$ cat config.mk
export PLATFORM = sky130hd
export DESIGN_NAME = dtc_status_table_core
export DESIGN_NICKNAME = d
export VERILOG_FILES = /design/src/design/dtc_pkg.sv /design/src/design/dtc_status_table_core.sv /design/src/design/dtc_ctrl.sv /design/src/design/dtc_datapath.sv
export SDC_FILE = /design/constraint.sdc
export NUM_CORES = 2
export LEC_CHECK = 0
export BUFFER_PORTS_ARGS = -buffer_cell sky130_fd_sc_hd__buf_2
export CAP_MARGIN = 20
export CORE_ASPECT_RATIO = 0.8
export CORE_MARGIN = 8
export CORE_UTILIZATION = 35
export DETAILED_ROUTE_END_ITERATION = 10
export PLACE_DENSITY = 0.62
export SKIP_CTS_REPAIR_TIMING = 1
export SLEW_MARGIN = 25
export SYNTH_ARGS = -nofsm -noshare
export SYNTH_HDL_FRONTEND = slang
export SYNTH_SLANG_ARGS = --single-unit
$ cat constraint.sdc
create_clock -name clock -period 4.85 [get_ports clock]
set_input_delay 0.485 -clock clock [delete_from_list [all_inputs] [get_ports clock]]
set_output_delay 0.485 -clock clock [all_outputs]
set_load 0.02 [all_outputs]
$ cat src/design/dtc_pkg.sv
`timescale 1ns / 1ps
// shared types and constants for the trouble code status table
// no dependencies

package dtc_pkg;

   localparam int ENTRIES  = 16;
   localparam int IDX_W    = 4;
   localparam int AGE_W    = 6;
   localparam int CNT_W    = 6;
   localparam int CODE_W   = 24;
   localparam int STATUS_W = 8;

   localparam logic [IDX_W-1:0] LAST_IDX = IDX_W'(ENTRIES - 1);

   localparam logic [AGE_W-1:0] AGING_RESET = 6'd40;

   // status byte bits and special values
   localparam logic [STATUS_W-1:0] DTC_TEST_FAILED = 8'h01;
   localparam logic [STATUS_W-1:0] DTC_CONFIRMED   = 8'h08;
   localparam logic [STATUS_W-1:0] DTC_KEEP_TF     = 8'hfe;
   localparam logic [STATUS_W-1:0] DTC_KEEP_CONF   = 8'hf7;
   localparam logic [STATUS_W-1:0] DTC_PWRUP_OLD   = 8'h09;
   localparam logic [STATUS_W-1:0] DTC_MASK_ALL    = 8'h09;

   localparam logic SEL_CONFIRMED = 1'b1;

   // register file
   localparam int CSR_ADDR_W = 3;
   localparam int CSR_DATA_W = 32;
   localparam logic [CSR_ADDR_W-1:0] CSR_AGING_ADDR = 3'd0;

   typedef enum logic [2:0] {
      MODE_WRITE      = 3'd0,
      MODE_COUNT      = 3'd1,
      MODE_REPORT     = 3'd2,
      MODE_CLEAR_ALL  = 3'd3,
      MODE_CLEAR_HIST = 3'd4,
      MODE_PWRUP_FIX  = 3'd5
   } mode_type;

   typedef enum logic [1:0] {
      ST_IDLE,
      ST_EXEC,
      ST_SCAN,
      ST_FLUSH
   } ctrl_state_type;

   typedef struct packed {
      logic [2:0]          mode;
      logic [IDX_W-1:0]    entry_index;
      logic [7:0]          code_high;
      logic [7:0]          code_mid;
      logic [7:0]          code_low;
      logic                status_bit;
      logic                bit_value;
      logic [STATUS_W-1:0] status_mask;
   } req_item_type;

   typedef struct packed {
      logic [7:0]          report_code_high;
      logic [7:0]          report_code_mid;
      logic [7:0]          report_code_low;
      logic [STATUS_W-1:0] report_status;
      logic                entry_valid;
      logic [CNT_W-1:0]    match_count;
      logic                last;
   } rsp_item_type;

   // controller to datapath
   typedef struct packed {
      logic load_req;
      logic do_write;
      logic do_clear_all;
      logic do_clear_hist;
      logic do_fix;
      logic scan_start;
      logic scan_advance;
      logic count_inc;
      logic hold_load;
      logic out_line;
      logic out_summary;
      logic out_last;
   } dtc_cmd_type;

   // datapath to controller
   typedef struct packed {
      logic [2:0] mode;
      logic       scan_match;
      logic       scan_last;
      logic       hold_valid;
      logic       out_free;
   } dtc_sts_type;

endpackage

$ cat src/design/dtc_status_table_core.sv
`timescale 1ns / 1ps
// top level of the trouble code status table: register port, sequencer, datapath
// depends on dtc_pkg, dtc_ctrl, dtc_datapath

// port group  direction  handshake                 payload
// req_        in         req_valid / req_stall     req_item (req_item_type)
// rsp_        out        rsp_valid / rsp_stall     rsp_item (rsp_item_type)
// csr_        in/out     psel/penable/pwrite/pready aging_limit at byte address 0
//
// one item at a time; write, clear-all, clear-history and power-up fix go
// through capture, then table update
// count makes one pass of the scan pointer over the table
// report makes one pass (mask 0x09) or two passes over the table, then a flush
// count and report take longer while rsp_stall holds back the result register
// synchronous reset clears the whole table and sets aging_limit to 40

module dtc_status_table_core (
   input  logic                                clock,
   input  logic                                reset,
   // request channel
   input  logic                                req_valid,
   output logic                                req_stall,
   input  dtc_pkg::req_item_type               req_item,
   // result channel
   output logic                                rsp_valid,
   input  logic                                rsp_stall,
   output dtc_pkg::rsp_item_type               rsp_item,
   // register port
   input  logic                                csr_psel,
   input  logic                                csr_penable,
   input  logic                                csr_pwrite,
   input  logic [dtc_pkg::CSR_ADDR_W-1:0]      csr_paddr,
   input  logic [dtc_pkg::CSR_DATA_W-1:0]      csr_pwdata,
   output logic [dtc_pkg::CSR_DATA_W-1:0]      csr_prdata,
   output logic                                csr_pready
);

   logic [dtc_pkg::AGE_W-1:0] aging_limit_ff;
   logic [dtc_pkg::AGE_W-1:0] aging_limit_in;
   logic                      csr_write;

   dtc_pkg::dtc_cmd_type      cmd;
   dtc_pkg::dtc_sts_type      sts;

   // register port never waits
   assign csr_pready = 1'b1;
   assign csr_write  = csr_psel && csr_penable && csr_pwrite && csr_pready &&
                       (csr_paddr == dtc_pkg::CSR_AGING_ADDR);

   // only the low six bits of the written word are kept
   assign aging_limit_in = csr_write ? csr_pwdata[dtc_pkg::AGE_W-1:0] : aging_limit_ff;

   always_ff @(posedge clock) begin
      if (reset) begin
         aging_limit_ff <= dtc_pkg::AGING_RESET;
      end else begin
         aging_limit_ff <= aging_limit_in;
      end
   end

   // readback: aging_limit zero-extended, other addresses read zero
   assign csr_prdata = (csr_paddr == dtc_pkg::CSR_AGING_ADDR) ?
                       dtc_pkg::CSR_DATA_W'(aging_limit_ff) : '0;

   // sequencer: idle, execute, scan and flush states
   dtc_ctrl u_ctrl (
      .clock     (clock),
      .reset     (reset),
      .req_valid (req_valid),
      .req_stall (req_stall),
      .sts       (sts),
      .cmd       (cmd)
   );

   // table, scan pointer, held report line and result register
   dtc_datapath u_datapath (
      .clock       (clock),
      .reset       (reset),
      .req_item    (req_item),
      .aging_limit (aging_limit_ff),
      .cmd         (cmd),
      .sts         (sts),
      .rsp_valid   (rsp_valid),
      .rsp_stall   (rsp_stall),
      .rsp_item    (rsp_item)
   );

endmodule

$ cat src/design/dtc_ctrl.sv
`timescale 1ns / 1ps
// request sequencer: accepts an item, runs the table operation or scan
// depends on dtc_pkg

module dtc_ctrl (
   input  logic                  clock,
   input  logic                  reset,
   input  logic                  req_valid,
   output logic                  req_stall,
   input  dtc_pkg::dtc_sts_type  sts,
   output dtc_pkg::dtc_cmd_type  cmd
);

   dtc_pkg::ctrl_state_type state_ff;
   dtc_pkg::ctrl_state_type state_in;

   always_ff @(posedge clock) begin
      if (reset) begin
         state_ff <= dtc_pkg::ST_IDLE;
      end else begin
         state_ff <= state_in;
      end
   end

   always_comb begin
      state_in  = state_ff;
      cmd       = '0;
      req_stall = 1'b1;
      case (state_ff)
         dtc_pkg::ST_IDLE: begin
            req_stall = 1'b0;
            if (req_valid) begin
               cmd.load_req = 1'b1;
               state_in     = dtc_pkg::ST_EXEC;
            end
         end
         dtc_pkg::ST_EXEC: begin
            state_in = dtc_pkg::ST_IDLE;
            case (sts.mode)
               dtc_pkg::MODE_WRITE:      cmd.do_write      = 1'b1;
               dtc_pkg::MODE_CLEAR_ALL:  cmd.do_clear_all  = 1'b1;
               dtc_pkg::MODE_CLEAR_HIST: cmd.do_clear_hist = 1'b1;
               dtc_pkg::MODE_PWRUP_FIX:  cmd.do_fix        = 1'b1;
               dtc_pkg::MODE_COUNT, dtc_pkg::MODE_REPORT: begin
                  cmd.scan_start = 1'b1;
                  state_in       = dtc_pkg::ST_SCAN;
               end
               default: state_in = dtc_pkg::ST_IDLE;
            endcase
         end
         dtc_pkg::ST_SCAN: begin
            if (sts.mode == dtc_pkg::MODE_COUNT) begin
               cmd.count_inc    = sts.scan_match;
               cmd.scan_advance = 1'b1;
            end else if (!(sts.scan_match && sts.hold_valid && !sts.out_free)) begin
               // a new match pushes the held line out, not marked last
               cmd.hold_load    = sts.scan_match;
               cmd.out_line     = sts.scan_match && sts.hold_valid;
               cmd.scan_advance = 1'b1;
            end
            if (cmd.scan_advance && sts.scan_last) begin
               state_in = dtc_pkg::ST_FLUSH;
            end
         end
         dtc_pkg::ST_FLUSH: begin
            if (sts.out_free) begin
               if (sts.mode == dtc_pkg::MODE_REPORT && sts.hold_valid) begin
                  cmd.out_line = 1'b1;
                  cmd.out_last = 1'b1;
               end else begin
                  cmd.out_summary = 1'b1;
               end
               state_in = dtc_pkg::ST_IDLE;
            end
         end
         default: state_in = dtc_pkg::ST_IDLE;
      endcase
   end

endmodule

$ cat src/design/dtc_datapath.sv
`timescale 1ns / 1ps
// entry table, scan counters, held report line and result register
// depends on dtc_pkg

module dtc_datapath (
   input  logic                           clock,
   input  logic                           reset,
   input  dtc_pkg::req_item_type          req_item,
   input  logic [dtc_pkg::AGE_W-1:0]      aging_limit,
   input  dtc_pkg::dtc_cmd_type           cmd,
   output dtc_pkg::dtc_sts_type           sts,
   output logic                           rsp_valid,
   input  logic                           rsp_stall,
   output dtc_pkg::rsp_item_type          rsp_item
);

   logic [dtc_pkg::STATUS_W-1:0] status_ff [dtc_pkg::ENTRIES];
   logic [dtc_pkg::STATUS_W-1:0] status_in [dtc_pkg::ENTRIES];
   logic [dtc_pkg::CODE_W-1:0]   code_ff   [dtc_pkg::ENTRIES];
   logic [dtc_pkg::CODE_W-1:0]   code_in   [dtc_pkg::ENTRIES];
   logic [dtc_pkg::AGE_W-1:0]    occ_ff    [dtc_pkg::ENTRIES];
   logic [dtc_pkg::AGE_W-1:0]    occ_in    [dtc_pkg::ENTRIES];

   dtc_pkg::req_item_type        req_ff, req_in;
   logic [dtc_pkg::IDX_W-1:0]    idx_ff, idx_in;
   logic                         pass_ff, pass_in;
   logic [dtc_pkg::CNT_W-1:0]    cnt_ff, cnt_in;
   logic                         hold_valid_ff, hold_valid_in;
   dtc_pkg::rsp_item_type        hold_ff, hold_in;
   logic                         rsp_valid_ff, rsp_valid_in;
   dtc_pkg::rsp_item_type        rsp_ff, rsp_in;

   logic [dtc_pkg::IDX_W-1:0]    rd_idx;
   logic [dtc_pkg::STATUS_W-1:0] rd_status;
   logic [dtc_pkg::CODE_W-1:0]   rd_code;
   logic [dtc_pkg::AGE_W-1:0]    rd_occ;
   logic                         two_pass;
   logic                         match;
   logic                         write_ok;
   logic [dtc_pkg::CNT_W-1:0]    cnt_next;

   // one read port: write target during a write, scan pointer otherwise
   assign rd_idx    = cmd.do_write ? req_ff.entry_index : idx_ff;
   assign rd_status = status_ff[rd_idx];
   assign rd_code   = code_ff[rd_idx];
   assign rd_occ    = occ_ff[rd_idx];

   assign two_pass = (req_ff.mode == dtc_pkg::MODE_REPORT) &&
                     (req_ff.status_mask != dtc_pkg::DTC_MASK_ALL);
   assign write_ok = ({1'b0, req_ff.entry_index} < (dtc_pkg::IDX_W + 1)'(dtc_pkg::ENTRIES));
   assign cnt_next = cnt_ff + 1'b1;

   always_comb begin
      if (req_ff.mode == dtc_pkg::MODE_COUNT) begin
         match = (rd_status != '0) && ((rd_status & req_ff.status_mask) != '0);
      end else if (!two_pass) begin
         match = (rd_status != '0);
      end else if (!pass_ff) begin
         match = req_ff.status_mask[0] && rd_status[0];
      end else begin
         match = req_ff.status_mask[3] && rd_status[3];
      end
   end

   always_comb begin
      sts.mode       = req_ff.mode;
      sts.scan_match = match;
      sts.scan_last  = (idx_ff == dtc_pkg::LAST_IDX) && (pass_ff || !two_pass);
      sts.hold_valid = hold_valid_ff;
      sts.out_free   = !rsp_valid_ff || !rsp_stall;
   end

   // table update
   always_comb begin
      for (int i = 0; i < dtc_pkg::ENTRIES; i++) begin
         status_in[i] = status_ff[i];
         code_in[i]   = code_ff[i];
         occ_in[i]    = occ_ff[i];
         if (cmd.do_clear_all) begin
            status_in[i] = '0;
         end else if (cmd.do_clear_hist) begin
            status_in[i] = status_ff[i] & dtc_pkg::DTC_KEEP_CONF;
         end else if (cmd.do_fix && status_ff[i] == dtc_pkg::DTC_PWRUP_OLD) begin
            status_in[i] = dtc_pkg::DTC_CONFIRMED;
         end
      end
      if (cmd.do_write && write_ok) begin
         code_in[rd_idx] = {req_ff.code_high, req_ff.code_mid, req_ff.code_low};
         if (req_ff.status_bit == dtc_pkg::SEL_CONFIRMED) begin
            if (req_ff.bit_value) begin
               // aged out: count restarts at one, confirmed stays set
               occ_in[rd_idx]    = (rd_occ >= aging_limit) ? dtc_pkg::AGE_W'(1)
                                                            : rd_occ + 1'b1;
               status_in[rd_idx] = rd_status | dtc_pkg::DTC_CONFIRMED;
            end
         end else if (req_ff.bit_value) begin
            status_in[rd_idx] = rd_status | dtc_pkg::DTC_TEST_FAILED;
         end else begin
            status_in[rd_idx] = rd_status & dtc_pkg::DTC_KEEP_TF;
         end
      end
   end

   // scan, hold and output
   always_comb begin
      req_in        = cmd.load_req ? req_item : req_ff;
      idx_in        = idx_ff;
      pass_in       = pass_ff;
      cnt_in        = cnt_ff;
      hold_valid_in = hold_valid_ff;
      hold_in       = hold_ff;
      rsp_valid_in  = rsp_valid_ff && rsp_stall;
      rsp_in        = rsp_ff;

      if (cmd.scan_start) begin
         idx_in        = '0;
         pass_in       = 1'b0;
         cnt_in        = '0;
         hold_valid_in = 1'b0;
      end
      if (cmd.scan_advance) begin
         if (idx_ff == dtc_pkg::LAST_IDX) begin
            idx_in  = '0;
            pass_in = 1'b1;
         end else begin
            idx_in = idx_ff + 1'b1;
         end
      end
      if (cmd.count_inc) begin
         cnt_in = cnt_next;
      end
      if (cmd.out_line) begin
         rsp_valid_in  = 1'b1;
         rsp_in        = hold_ff;
         rsp_in.last   = cmd.out_last;
         hold_valid_in = 1'b0;
      end
      if (cmd.hold_load) begin
         cnt_in                   = cnt_next;
         hold_valid_in            = 1'b1;
         hold_in.report_code_high = rd_code[23:16];
         hold_in.report_code_mid  = rd_code[15:8];
         hold_in.report_code_low  = rd_code[7:0];
         hold_in.report_status    = rd_status;
         hold_in.entry_valid      = 1'b1;
         hold_in.match_count      = cnt_next;
         hold_in.last             = 1'b0;
      end
      if (cmd.out_summary) begin
         rsp_valid_in = 1'b1;
         rsp_in       = '0;
         rsp_in.match_count = cnt_ff;
         rsp_in.last        = 1'b1;
      end
   end

   always_ff @(posedge clock) begin
      if (reset) begin
         for (int i = 0; i < dtc_pkg::ENTRIES; i++) begin
            status_ff[i] <= '0;
            code_ff[i]   <= '0;
            occ_ff[i]    <= '0;
         end
         hold_valid_ff <= 1'b0;
         rsp_valid_ff  <= 1'b0;
         idx_ff        <= '0;
         pass_ff       <= 1'b0;
         cnt_ff        <= '0;
      end else begin
         for (int i = 0; i < dtc_pkg::ENTRIES; i++) begin
            status_ff[i] <= status_in[i];
            code_ff[i]   <= code_in[i];
            occ_ff[i]    <= occ_in[i];
         end
         hold_valid_ff <= hold_valid_in;
         rsp_valid_ff  <= rsp_valid_in;
         idx_ff        <= idx_in;
         pass_ff       <= pass_in;
         cnt_ff        <= cnt_in;
      end
   end

   always_ff @(posedge clock) begin
      req_ff  <= req_in;
      hold_ff <= hold_in;
      rsp_ff  <= rsp_in;
   end

   assign rsp_valid = rsp_valid_ff;
   assign rsp_item  = rsp_ff;

endmodule

==> run_results.csv <==
group,metric,value,unit
critical_path,rr_endpoint,"u_datapath.rsp_item[23]",
clock_tree,cts-buffers-inserted,71,
layout,synthToLayoutAreaGrowth,13.3,%
critical_path,reg2reg_slack,0.59,ns
detailed_routing,wl_per_cell,19.3,µm
placement,dpl.hpwl,56.0,mm
placement,placed_area,29700,µm²
critical_path,path_class,"flop to flop",
yosys,synthTopCellsByArea,"dfxtp_1, nand2_1, edfxtp_1",
yosys,synth_top_area_cell,"dfxtp_1",
detailed_routing,vias,24900,
clock_tree,cts_root_buf,"clkbuf_16",
detailed_routing,wirelength,90.2,mm
yosys,ys.warnings.count,0,
clock_tree,cts_num_sinks,652,
layout,layout.nets,3661,
outcome,status,"complete, no violations",
yosys,postSynthCellCount,3613,
min_path,hold_depth,1,
clock_tree,h-tree-depth,3,
detailed_routing,dr.pass1.iters,5,
min_path,hold_end,"u_datapath.req_ff[28]",
sta,fin_skew,0.0196,ns
sta,rsz0062_at_grt,"false",
critical_path,rr_startpoint,"u_datapath.sts[5]",
critical_path,crit_required,5.33,ns
sta,drv_slew,0,
power_and_ir_drop,powerDensity,369,nW/µm²
power_and_ir_drop,clockPowerShare,45.9,%
floorplanning,die_w,334,µm
yosys,seq_area_frac_synth,49.2,%
power_and_ir_drop,p_switching,0.00284,W
yosys,synth_area,28300,µm²
sta,worst_pin_slew,1.14,ns
grt,grt-ovfl-total,0,
layout,fin_cells,4681,
yosys,synthArstFlopShare,0,%
sta,min_period,4.26,ns
grt,antenna_found_initial,16,
layout,drive_gt1_share,10.0,%
power_and_ir_drop,p_leak,11.1,nW
grt,grt_max_degree,194,
sta,max_slew_margin,23.7,%
power_and_ir_drop,comb_power_share,5.7,%
critical_path,arrival,4.74,ns
detailed_routing,ant_nets,0,
sta,fmax,235,MHz
sta,period_share,87.9,%
grt,first_global_vias,22900,
placement,port_buffers,104,
sta,finalSetupViolations,0,
min_path,worstHoldPathType,"primary input to flop",
detailed_routing,drc,0,
layout,layout_commonest_cell,"nand2_1",
placement,dp_slack,0.728,ns
placement,place_inst,4548,
layout,final_area,32000,µm²
power_and_ir_drop,sw_frac_of_total,24.1,%
yosys,synth-seq-cells,652,
clock_tree,clk_path_buf_depth,3,
yosys,synth_edf_count,85,
layout,layout_common_cells,"nand2_1, dfxtp_1, a21oi_1",
sta,fin_ws,0.587,ns
power_and_ir_drop,p_int,0.00896,W
min_path,hold_start,"req_item[28]",
clock_tree,cts_tree,"yes",
critical_path,endpoint_kind,"flop",
yosys,ys.flop_type,"dfxtp_1",
grt,grt_util_all_layers,19.2,%
floorplanning,fp-row-count,93,
yosys,synth.distinct_cells,74,
floorplanning,dieArea,90100,µm²
detailed_routing,viasPerCell,5.32,
critical_path,critical_path.max_fanout,30,
grt,grt_first_pass_wirelength,139,mm
yosys,avgSynthCellArea,7.82,µm²
flow_run,maxCapViolCount,0,
sta,hold_violations,0,
floorplanning,io_pins,158,
yosys,yosysTopAreaCellShare,40.2,%
placement,gp_congestion,0.942,
clock_tree,worstSkewPairLatency,0.62,ns
critical_path,reg2reg_depth,12,
critical_path,cp-start-kind,"flop",
floorplanning,die_y,270,µm
power_and_ir_drop,ir_drop,244,µV
layout,postLayoutCoreUtil,39.9,%
sta,setup_tns,0,ns
detailed_routing,drtIter0Drc,2707,
floorplanning,start_util,35.2,%
floorplanning,core-area,80200,µm²
clock_tree,cts.clk_slew.worst_paths,0.06,ns
power_and_ir_drop,pwr-share-seq,48.5,%
synth_stat cells, drive strengths merged (10+ instances only):
master  count
mux2       20
o31ai      16
nand2    1245
nand3     311
a31oi      16
nor4b      29
inv        14
nand2b     13
nor2b      29
buf        70
o21ai      26
a32oi      17
clkbuf    257
nor2      103
a22oi      12
a221oi     10
and2       98
a211oi     20
dfxtp     567
edfxtp     85
mux2i      66
nor3       18
nand4      26
a21oi     429
or4        11
area by class of cell:
type / count / area (µm²)
Tap cell: 1045 / 1310
Clock buffer: 105 / 2140
Fill cell: 8013 / 48200
Timing Repair Buffer: 192 / 1270
Antenna cell: 6 / 15.0
Multi-Input combinational cell: 2645 / 13100
Inverter: 14 / 52.6
Clock inverter: 22 / 194
Sequential cell: 652 / 13900
kinds of logic after synthesis:
logic type / Yosys count / share of synthesized area [%]
AND/OR/NAND/NOR: 1922 / 29.7
flip-flops: 652 / 49.2
AO/OA/AOI/OAI: 599 / 12.2
buffers and inverters: 341 / 5.11
multiplexers: 91 / 3.53
XOR/XNOR: 4 / 0.124
adder cells (fa/ha/maj): 2 / 0.0886
other: 2 / 0.0266
metrics by stage:
step | hold WS (ns) | power (W)
2_1_floorplan | 0.437 | 0.00623
3_3_place_gp | 0.442 | 0.00650
3_5_place_dp | 0.446 | 0.00650
4_1_cts | 0.0145 | 0.0119
5_1_grt | 0.0328 | 0.0122
6_report | 0.0442 | 0.0118
power by group through the flow:
stage | clock network [W] | logic (W) | registers, W
6_report | 0.00541 | 0.000668 | 0.00572
5_1_grt | 0.00573 | 0.000727 | 0.00573
4_1_cts | 0.00552 | 0.000670 | 0.00571
3_5_place_dp | 0 | 0.000669 | 0.00583
3_3_place_gp | 0 | 0.000667 | 0.00583
2_1_floorplan | 0 | 0.000395 | 0.00583
how the worst max path moves through the flow:
stage / startpoint / end / cells past startpoint
2_1_floorplan: u_datapath.sts[5] / u_datapath.hold_ff[10] / 12
3_3_place_gp: u_datapath.sts[5] / u_datapath.rsp_item[36] / 13
3_5_place_dp: u_datapath.sts[5] / u_datapath.rsp_item[33] / 13
4_1_cts: u_datapath.sts[5] / u_datapath.rsp_item[25] / 13
5_1_grt: u_datapath.sts[5] / u_datapath.rsp_item[19] / 13
6_report: u_datapath.sts[5] / u_datapath.rsp_item[23] / 12
metal layers:
| layer | track usage (%) | vias up | part of all wire (%) |
|---|---|---|---|
| met2 | 27.9 | 1047 | 42 |
| met5 | 0 | - | 0.11 |
| li1 | - | 12000 | - |
| met3 | 4.56 | 157 | 10 |
| met1 | 28.3 | 11700 | 46 |
| met4 | 5.07 | 16 | 2.0 |
registers in the layout (all words and copies together), names as in the netlist, 3 cells and up, named ones only:
register and flops:
u_datapath.cnt_ff 6, u_datapath.code_ff 384, u_datapath.idx_ff 4, aging_limit_ff 6, u_datapath.req_ff 38, u_datapath.rsp_item 40
u_datapath.hold_ff 38, u_datapath.status_ff 128, u_datapath.sts 3
critical path, cell delays in order, from the launching register on:
cell and delay (ns):
edfxtp_1 0.53, or4b_4 0.73, or3_4 0.50, o32a_1 0.19, o211a_1 0.14, o2111ai_1 0.41
inv_1 0.19, nor3_1 0.32, nand3_2 0.23, a31oi_4 0.32, buf_12 0.27, mux2i_1 0.21
nor2_1 0.05
Power figures use the tool's default switching activity.
